==> config.mk <==
export PLATFORM = sky130hd
export DESIGN_NAME = sci_mul
export DESIGN_NICKNAME = d
export VERILOG_FILES = /design/src/hw/rtl/sci_pkg.sv /design/src/hw/rtl/sci_mul.sv
export SDC_FILE = /design/constraint.sdc
export NUM_CORES = 1
export LEC_CHECK = 0
export BUFFER_PORTS_ARGS = -buffer_cell sky130_fd_sc_hd__buf_4
export CAP_MARGIN = 10
export CORE_MARGIN = 10
export CORE_UTILIZATION = 45
export CTS_BUF_LIST = sky130_fd_sc_hd__clkbuf_8
export CTS_CLUSTER_SIZE = 28
export DETAILED_ROUTE_END_ITERATION = 8
export GPL_TIMING_DRIVEN = 1
export PLACE_DENSITY = 0.72
export SYNTH_ARGS = -nofsm -noshare
export SYNTH_HDL_FRONTEND = slang
export SYNTH_SLANG_ARGS = --single-unit
==> constraint.sdc <==
create_clock -name clk -period 6.7 [get_ports clk]
set_clock_uncertainty 0.1 [all_clocks]
set_input_delay 2.01 -clock clk [delete_from_list [all_inputs] [get_ports clk]]
set_output_delay 2.01 -clock clk [all_outputs]
set_load 0.02 [all_outputs]
==> src/hw/rtl/sci_pkg.sv <==
// shared widths, item types and the multiplier request type of the curve integrator
package sci_pkg;

    localparam int SAMPLE_WIDTH = 32;
    localparam int SUM_WIDTH    = 64;
    // multiplier operand: a sample difference or sum plus sign, magnitude fits SAMPLE_WIDTH+1
    localparam int MPL_W        = SAMPLE_WIDTH + 2;
    localparam int MUL_STEPS    = SAMPLE_WIDTH + 1;
    // working width of panel numerators
    localparam int ACC_W        = 4 * SAMPLE_WIDTH + 8;
    // quotient bits kept by the divider, larger quotients always saturate
    localparam int Q_BITS       = SUM_WIDTH + 1;

    typedef struct packed {
        logic signed [SAMPLE_WIDTH-1:0] x_value;
        logic signed [SAMPLE_WIDTH-1:0] y_value;
        logic                           last_sample;
    } sci_in_t;

    typedef struct packed {
        logic signed [SUM_WIDTH-1:0] integral;
        logic                        degenerate_panel;
        logic                        overflow;
    } sci_out_t;

    typedef struct packed {
        logic                    start;
        logic [ACC_W-1:0]        init;
        logic [ACC_W-1:0]        mcand;
        logic signed [MPL_W-1:0] mplier;
    } sci_mul_req_t;

    typedef struct packed {
        logic busy;
        logic done;
    } sci_mul_sts_t;

    function automatic logic signed [MPL_W-1:0] sext_mpl(logic [SAMPLE_WIDTH-1:0] v);
        sext_mpl = {{(MPL_W-SAMPLE_WIDTH){v[SAMPLE_WIDTH-1]}}, v};
    endfunction

    function automatic logic [ACC_W-1:0] sext_acc(logic [MPL_W-1:0] v);
        sext_acc = {{(ACC_W-MPL_W){v[MPL_W-1]}}, v};
    endfunction

endpackage

==> src/hw/rtl/sci_mul.sv <==
// shift-add multiplier with preset accumulator, one multiplier bit per cycle
module sci_mul
(
    input  logic                     clk,
    input  logic                     rst_n,
    input  sci_pkg::sci_mul_req_t    req,
    output sci_pkg::sci_mul_sts_t    sts,
    output logic [sci_pkg::ACC_W-1:0] prod
);
    import sci_pkg::*;

    localparam int CNT_W = $clog2(MUL_STEPS);
    localparam logic [CNT_W-1:0] CNT_LAST = CNT_W'(MUL_STEPS - 1);

    logic                busy_reg;
    logic                done_reg;
    logic [CNT_W-1:0]    cnt_reg;
    logic [ACC_W-1:0]    acc_reg;
    logic [ACC_W-1:0]    mcand_reg;
    logic [MPL_W-1:0]    mplier_reg;

    always_ff @(posedge clk or negedge rst_n)
    begin
        if (!rst_n)
        begin
            busy_reg <= 1'b0;
            done_reg <= 1'b0;
            cnt_reg  <= '0;
        end
        else
        begin
            done_reg <= busy_reg && (cnt_reg == CNT_LAST) && !req.start;
            if (req.start)
            begin
                busy_reg <= 1'b1;
                cnt_reg  <= '0;
            end
            else if (busy_reg)
            begin
                cnt_reg <= cnt_reg + CNT_W'(1);
                if (cnt_reg == CNT_LAST)
                begin
                    busy_reg <= 1'b0;
                end
            end
        end
    end

    // negative multiplier: flip both operands so the bit loop sees a magnitude
    always_ff @(posedge clk)
    begin
        if (req.start)
        begin
            acc_reg    <= req.init;
            mcand_reg  <= req.mplier[MPL_W-1] ? (~req.mcand + ACC_W'(1)) : req.mcand;
            mplier_reg <= req.mplier[MPL_W-1] ? (~req.mplier + MPL_W'(1)) : req.mplier;
        end
        else if (busy_reg)
        begin
            if (mplier_reg[0])
            begin
                acc_reg <= acc_reg + mcand_reg;
            end
            mcand_reg  <= {mcand_reg[ACC_W-2:0], 1'b0};
            mplier_reg <= {1'b0, mplier_reg[MPL_W-1:1]};
        end
    end

    assign sts.busy = busy_reg;
    assign sts.done = done_reg;
    assign prod     = acc_reg;

`ifndef ASSERT_OFF
    a_start_idle: assert property (@(posedge clk) disable iff (!rst_n)
        req.start |-> !busy_reg)
        else $error("multiply started while busy");
    a_done_after_busy: assert property (@(posedge clk) disable iff (!rst_n)
        done_reg |-> !busy_reg && $past(busy_reg))
        else $error("done without a finished run");
    a_count_bound: assert property (@(posedge clk) disable iff (!rst_n)
        busy_reg |-> cnt_reg <= CNT_LAST)
        else $error("multiply count out of range");
`endif

endmodule

**After elaboration in Yosys (flattened, before gate mapping)**

Index checks and enable logic that the tools add are counted.

- Bits in registers: 314
- Bits in latches: 0
- RAM bits: 0
- Bits in read-only memories: 0
- Memories: 0

- Add/sub/neg operators: 4
- $mul: 0
- Divide/modulo/power cells: 0
- Order comparisons: 0
- Eq/ne operators: 1
- Shifts and indexed selects: 0
- Muxes and demuxes: 14
- Bitwise logic cells: 2
- Reduce and logical (&&, ||, !) cells: 6

Operator list:

| kind | count |
|---|---|
| $mux W136 | 6 |
| $add A136 B1 Y136 const B | 1 |
| $add A136 B136 Y136 | 1 |
| $not A136 Y136 | 1 |
| $mux W34 | 3 |
| $add A34 B2 Y34 const B | 1 |
| $not A34 Y34 | 1 |
| $mux W6 | 2 |
| $add A6 B1 Y6 const B | 1 |
| $eq A6 B6 Y1 const B | 1 |
| $reduce_bool A2 Y1 | 2 |
| $mux W1 | 3 |
| $logic_and A1 B1 Y1 | 2 |
| $reduce_and A2 Y1 | 1 |
| $logic_not A1 Y1 | 1 |

**Longest topological paths before layout**

Gate-level depths: netlist of run 1.

- Depth after elaboration: 4
- Depth in mapped cells: 14
- Gate-level depth less buffers: 14

**Worst setup path after synthesis of run 1**

Ideal clock, no wire load.

- Path type: input to register
- Start point: in req[306] (netlist bit)
- End point: reg acc_reg[0] (netlist: prod[0]), enable pin
- Library setup time: 1.161 ns
- Arrival time: 4.796 ns
- Required time: 5.439 ns
- Setup slack: 0.644 ns
- Stages: 4
- Path buffers: 2
- Cell sequence: clkbuf_1 > inv_1 > clkbuf_1 > nand2_1

- Cells in the longest elaborated chain, start to end: 2
- Elaborated cells on any way between the ends: 3

RTL lines:

| element | line | RTL |
|---|---|---|
| from (decl) | sci_mul.sv:6 | `input sci_pkg::sci_mul_req_t req,` |
| $reduce_bool A2 Y1 (no source line) | - |  |
| $reduce_and A2 Y1 (no source line) (*) | - |  |
| to (signal assigned) | sci_mul.sv:54 | `acc_reg <= req.init;` |
| to (signal assigned) | sci_mul.sv:62 | `acc_reg <= acc_reg + mcand_reg;` |
| to (decl) | sci_mul.sv:18 | `logic [ACC_W-1:0] acc_reg;` |

Mark *: on every way between the ends. The rest lies on a longest branch, timed or not.
A chain may end at the register's enable or synchronous reset.

**Worst setup path in the final report of run 1**

- Start point: reg acc_reg[5] (netlist: prod[5])
- End point: reg acc_reg[118] (netlist: prod[118]), data pin

- Cells in the longest elaborated chain, start to end: 4

RTL lines:

| element | line | RTL |
|---|---|---|
| $add A136 B136 Y136 | sci_mul.sv:62 |  |
| $mux W136 | sci_mul.sv:60 | `if (mplier_reg[0])` |
| $mux W136 | sci_mul.sv:58 | `else if (busy_reg)` |
| $mux W136 | sci_mul.sv:52 | `if (req.start)` |

No other way between the ends. The select of a mux whose other input is x is not followed.

==> summary.txt, run 1 <==
post-synthesis sequential area ratio: 36.2%
Required @ worst endpoint: 6.98 ns
DP Cell Count: 4,144
warnings from Yosys: 0
synthesized area per cell: 8.42 µm²
max-slew violation count: 0
final period utilization: 86.5%
register bit total from synthesis: 314
outcome: completed
GRT Resource Usage Total: 29.1%
RSZ-0062 raised after global routing: false
die height: 260 µm
Worst VDD drop: 0.288 mV
crit path DAT: 6.08 ns
reg-to-reg slack, setup: 0.90 ns
Routed WL: 104 mm
CTS H-Tree Depth: 2
first-pass GRT wire length: 151 mm
Setup crit end kind: flop
vias in the first global route: 24.4k
post-cts sizing count: 0
crit start category: flop
CTS Buf Count: 57
Mapped Area: 25,900 µm²
clk buf depth: 3
Mapped Cells: 3,081
Final Hold Vio Count: 0
most common flop cell mapped by yosys: edfxtp_1
pwr/cell area: 449 nW/µm²
syn_nets: 3,530
number of vias per cell: 6.07
gpl congestion: 0.994
fraction of layout cells with a size suffix above 1: 18.0%
hold slack: 0.447 ns
Final Non-Filler Cells: 4,264
Worst-Margin Slew: 1.32 ns
CTS tree: yes
worst min-delay path class: reg -> reg
Async SR Flop Fraction: 2.55%
fmax: 172 MHz
GRT overflow: 0
Tot Pwr: 13.9 mW
io pins: 447
area grow syn2layout: 19.5%
row cnt: 87
largest net degree at the start of global routing: 207
initial antenna violation count: 23
clock sinks: 314
Final Critical Period: 5.80 ns
DRC violations left: 0
hold_buf cts: 0
count of final setup violators: 0
post-route cell area: 31,000 µm²
1st-iter DRT viols: 2,776
Post-DP HPWL: 83.3 mm
via count: 25.9k
CP max FO: 5
clk root buf: clkbuf_8
Detail Route Antenna Nets: 0
Placed Instance Area: 29,900 µm²
clk_lat worst skew: 0.68 ns
die area: 67,600 µm²
slew margin rel.: 11.0%
IO Port Bufs: 446
first drt pass iteration count: 6
crit path kind: reg -> reg
cell leakage power: 12.3 nW
max cap viols: 0
postcts setup bufs: 0
Reg clk slew, reported paths: 0.07 ns
routed len/inst: 24.3 µm
Initial Util: 45.7%
Die X: 260 µm
setup TNS: 0 ns
Layout Nets: 3,896
EDFF count, synth: 306
core area: 56,700 µm²
library cells used by synthesis: 76
[metal layers]
layer  track usage, %  vias up  wire [µm]
li1                 -    12200          -
met2             45.6     1223      47100
met3             6.73      180      10100
met1             38.3    12200      42600
met4             11.2       10       3630
met5                0        -         67
[synthesized netlist by cell type, types with 5 or more instances]
library cell,n,area [µm²]
a2111oi_0,6,52.6
a211oi_1,12,90.1
a21boi_0,15,113
a21o_1,64,480
a21oi_1,373,1870
a221oi_1,8,70.1
a311oi_1,7,61.3
a31oi_1,19,119
and2_1,5,31.3
and3_1,9,56.3
and4_1,7,61.3
buf_1,5,18.8
clkbuf_1,156,586
dfrtp_1,8,200
edfxtp_1,306,9190
ha_1,139,1740
inv_1,61,229
mux2_2,40,450
mux2i_1,7,70.1
nand2_1,382,1430
nand2b_1,16,100
nand3_1,24,120
nand3b_1,6,45.0
nand4_1,83,519
nor2_1,315,1180
nor2b_1,12,75.1
nor3_1,65,325
nor4_1,42,263
o2111ai_1,6,52.6
o211ai_1,11,82.6
o21a_1,11,82.6
o21ai_0,294,1470
o21bai_1,45,338
o31ai_1,54,405
o41ai_1,21,184
or2_2,18,113
or3_1,42,263
or4_1,38,285
xnor2_1,94,823
xor2_1,198,1730
[worst paths after layout]
| kind | startpoint | end | cells after the start |
|---|---|---|---|
| max | prod[5] | prod[118] | 13 |
| min | mplier_reg[1] | mplier_reg[0] | 1 |
| max reg2reg | prod[5] | prod[118] | 13 |
| min reg2reg | mplier_reg[1] | mplier_reg[0] | 1 |
| max in group asynchronous | rst_n | cnt_reg[3] | 1 |
| min in group asynchronous | rst_n | cnt_reg[4] | 1 |
[cell usage in the layout, fill, tap and decap left out, types with 8 or more instances in the layout]
master,n
buf_4,466
nand2_1,381
a21oi_1,373
nor2_1,315
edfxtp_1,306
o21ai_0,294
xor2_1,198
ha_1,139
xnor2_1,94
nand4_1,83
inv_1,71
nor3_1,65
a21o_1,64
clkbuf_8,60
o31ai_1,54
o21bai_1,45
nor4_1,42
or3_1,42
mux2_2,40
or4_1,38
nand3_1,24
diode_2,22
o41ai_1,20
a31oi_1,19
or2_2,17
nand2b_1,16
a21boi_0,15
nor2b_1,12
a211oi_1,12
o211ai_1,11
o21a_1,11
clkinv_2,11
and3_1,9
clkinv_1,9
a221oi_1,8
dfrtp_1,8
[critical path, cell delays in order, from the launching register on]
cell and delay [ns]:
edfxtp_1 0.43, ha_1 0.40, a21o_1 0.24, or3_1 0.36
o21ai_0 0.47, a2111oi_0 0.21, buf_4 0.20, o2111ai_1 0.62
a21oi_1 0.38, o41ai_1 0.91, o41ai_1 0.24, a211oi_1 0.59
xor2_1 0.26, o21ai_0 0.10
[kinds of logic after synthesis]
kind of cell	count (synthesis)	share of synthesized area, %
simple gates	1080	19.4
compound gates	983	22.4
xor+xnor	292	9.86
mux	47	2.01
fa+ha+maj	140	6.78
flops	314	36.2
buf+inv	225	3.29
[power breakdown]
part           internal [mW]  switching (mW)  leakage [nW]
clock network          0.904           0.894         0.580
registers               2.94           0.539          3.26
logic                   3.19            5.44          8.48
[area by class of cell]
type,count,area (µm²)
Tap cell,756,946
Clock buffer,60,826
Fill cell,5419,25700
Antenna cell,22,55.1
Timing Repair Buffer,471,3590
Inverter,61,229
Sequential cell,314,9390
Multi-Input combinational cell,2542,15700
Clock inverter,38,234
[stage by stage]
step / setup slack [ns] / util [%]
4_1_cts: 1.18 / 54.5
3_5_place_dp: 0.451 / 52.7
6_report: 0.901 / 54.6
3_3_place_gp: 0.479 / 52.7
5_1_grt: 0.800 / 54.6
2_1_floorplan: 0.644 / -
No activity file was read; power rests on OpenSTA's default activity.
==> inputs of run 2 (changes only) <==
Settings changed: CTS_BUF_LIST sky130_fd_sc_hd__clkbuf_8 to sky130_fd_sc_hd__clkbuf_8 sky130_fd_sc_hd__clkbuf_16.
==> summary.txt, run 2 (same netlist as run 1, synthesis figures left out) <==
clk_lat worst skew: 0.57 ns (-0.11 ns)
worst min-delay path class: reg -> reg
via count: 25.8k (-0.29%)
Detail Route Antenna Nets: 0 (unchanged)
CTS tree: yes
HP Start: mplier_reg[1]
Util after Layout: 54.9% (+0.31 points)
WHS Path Cells: 1 (unchanged)
max-slew violation count: 0 (unchanged)
die height: 260 µm (unchanged)
first-pass GRT wire length: 151 mm (-0.30%)
Die X: 260 µm (unchanged)
clk root buf: clkbuf_16
most frequent cells in the layout: buf_4, nand2_1, a21oi_1, nor2_1, edfxtp_1
io pins: 447 (unchanged)
count of final setup violators: 0 (unchanged)
GRT Resource Usage Total: 29.0% (-0.060 points)
gpl congestion: 0.994 (unchanged)
hold_buf cts: 0 (unchanged)
Worst-Margin Slew: 1.31 ns (-0.0172 ns)
FF-to-FF End: prod[118]
reg2reg start: prod[5]
Post-DP HPWL: 83.3 mm (unchanged)
reg-to-reg slack, setup: 0.94 ns (+0.03 ns)
most common cell after layout, fill and taps aside: buf_4
CTS Buf Count: 39 (-32%)
area grow syn2layout: 20.1%
Worst setup startpoint: prod[5]
worst reg2reg path depth: 13 (unchanged)
fraction of layout cells with a size suffix above 1: 17.5% (-0.49 points)
GRT overflow: 0 (unchanged)
CTS H-Tree Depth: 2 (unchanged)
Worst Hold End: mplier_reg[0]
post-cts sizing count: 0 (unchanged)
Reg clk slew, reported paths: 0.06 ns (about the same)
layout filler cell count: 5,383 (-0.66%)
pwr/cell area: 456 nW/µm² (+1.7%)
1st-iter DRT viols: 2,755 (-0.76%)
Worst VDD drop: 0.279 mV (-3.0%)
setup TNS: 0 ns (unchanged)
Tot Pwr: 14.2 mW (+2.2%)
Final Critical Period: 5.76 ns (-0.0341 ns)
Final Hold Vio Count: 0 (unchanged)
Layout Nets: 3,878 (-0.46%)
final period utilization: 86.0% (-0.51 points)
crit path kind: reg -> reg
DRC violations left: 0 (unchanged)
fmax: 173 MHz (+0.59%)
routed len/inst: 24.4 µm (+0.40%)
row cnt: 87 (unchanged)
number of vias per cell: 6.09 (+0.37%)
core area: 56,700 µm² (unchanged)
die area: 67,600 µm² (unchanged)
cell leakage power: 12.4 nW (+0.51%)
postcts setup bufs: 0 (unchanged)
Routed WL: 103 mm (-0.26%)
max cap viols: 0 (unchanged)
clock sinks: 314 (unchanged)
Initial Util: 45.7% (unchanged)
Required @ worst endpoint: 6.89 ns (-0.09 ns)
slew margin rel.: 12.2% (+1.2 points)
crit path DAT: 5.95 ns (-0.13 ns)
Setup crit end kind: flop
crit start category: flop
first drt pass iteration count: 6 (unchanged)
largest net degree at the start of global routing: 207 (unchanged)
clk buf depth: 3 (unchanged)
outcome: completed
RSZ-0062 raised after global routing: false
CP max FO: 5 (unchanged)
vias in the first global route: 24.3k (-0.65%)
initial antenna violation count: 26 (+13%)
IO Port Bufs: 446 (unchanged)
[run 2: metal layers]
| layer | routed length, µm | GRT usage (%) | up-vias |
|---|---|---|---|
| li1 | - | - | 12200 |
| met1 | 42800 | 38.3 | 12200 |
| met2 | 46900 | 45.3 | 1253 |
| met3 | 10000 | 6.57 | 173 |
| met4 | 3520 | 11.6 | 8 |
| met5 | 48 | 0 | - |
[run 2: layout make-up]
type                    instances  area, µm²  share of cell area [%]
diodes                         22       55.1                   0.177
clock buffers                  41       1000                    3.22
clock inverters                29        230                   0.739
inverters                      61        229                   0.735
multi-input cells            2542      15700                    50.4
flip-flops and latches        314       9390                    30.1
well taps                     756        946                    3.04
repair buffers                471       3590                    11.5
[run 2: critical path, cell delays in order, from the launching register on]
cell	delay [ns]
edfxtp_1	0.43
ha_1	0.40
a21o_1	0.24
or3_1	0.36
o21ai_0	0.46
a2111oi_0	0.20
buf_4	0.19
o2111ai_1	0.62
a21oi_1	0.38
o41ai_1	0.90
o41ai_1	0.24
a211oi_1	0.58
xor2_1	0.26
o21ai_0	0.10
[run 2: worst max path at each step]
stage / endpoint / slack [ns] / depth (start not counted)
detailed placement: mcand_reg[133] / 0.45 / 12
CTS: mcand_reg[133] / 1.06 / 12
finish: prod[118] / 0.94 / 13
global placement: mcand_reg[133] / 0.48 / 12
floorplan: prod[0] / 0.64 / 4
global route: prod[118] / 0.82 / 13
[run 2: power breakdown]
part	total, mW	switching, mW	internal, mW
sequential	3.48	0.536	2.94
clock	2.11	0.906	1.20
combinational	8.63	5.45	3.19
total	14.2	6.89	7.33
[run 2: stage by stage]
| stage | hold slack (ns) | area (µm²) | setup slack [ns] | std cells |
|---|---|---|---|---|
| final | 0.447 | 31200 | 0.935 | 4236 |
| after global routing | 0.474 | 31100 | 0.815 | 4231 |
| after CTS | 0.449 | 31100 | 1.06 | 4214 |
| after detailed placement | 0.436 | 29900 | 0.451 | 4144 |
| after global placement | 0.429 | 29900 | 0.479 | 4144 |
| after floorplan | 0.414 | 25900 | 0.644 | 3081 |
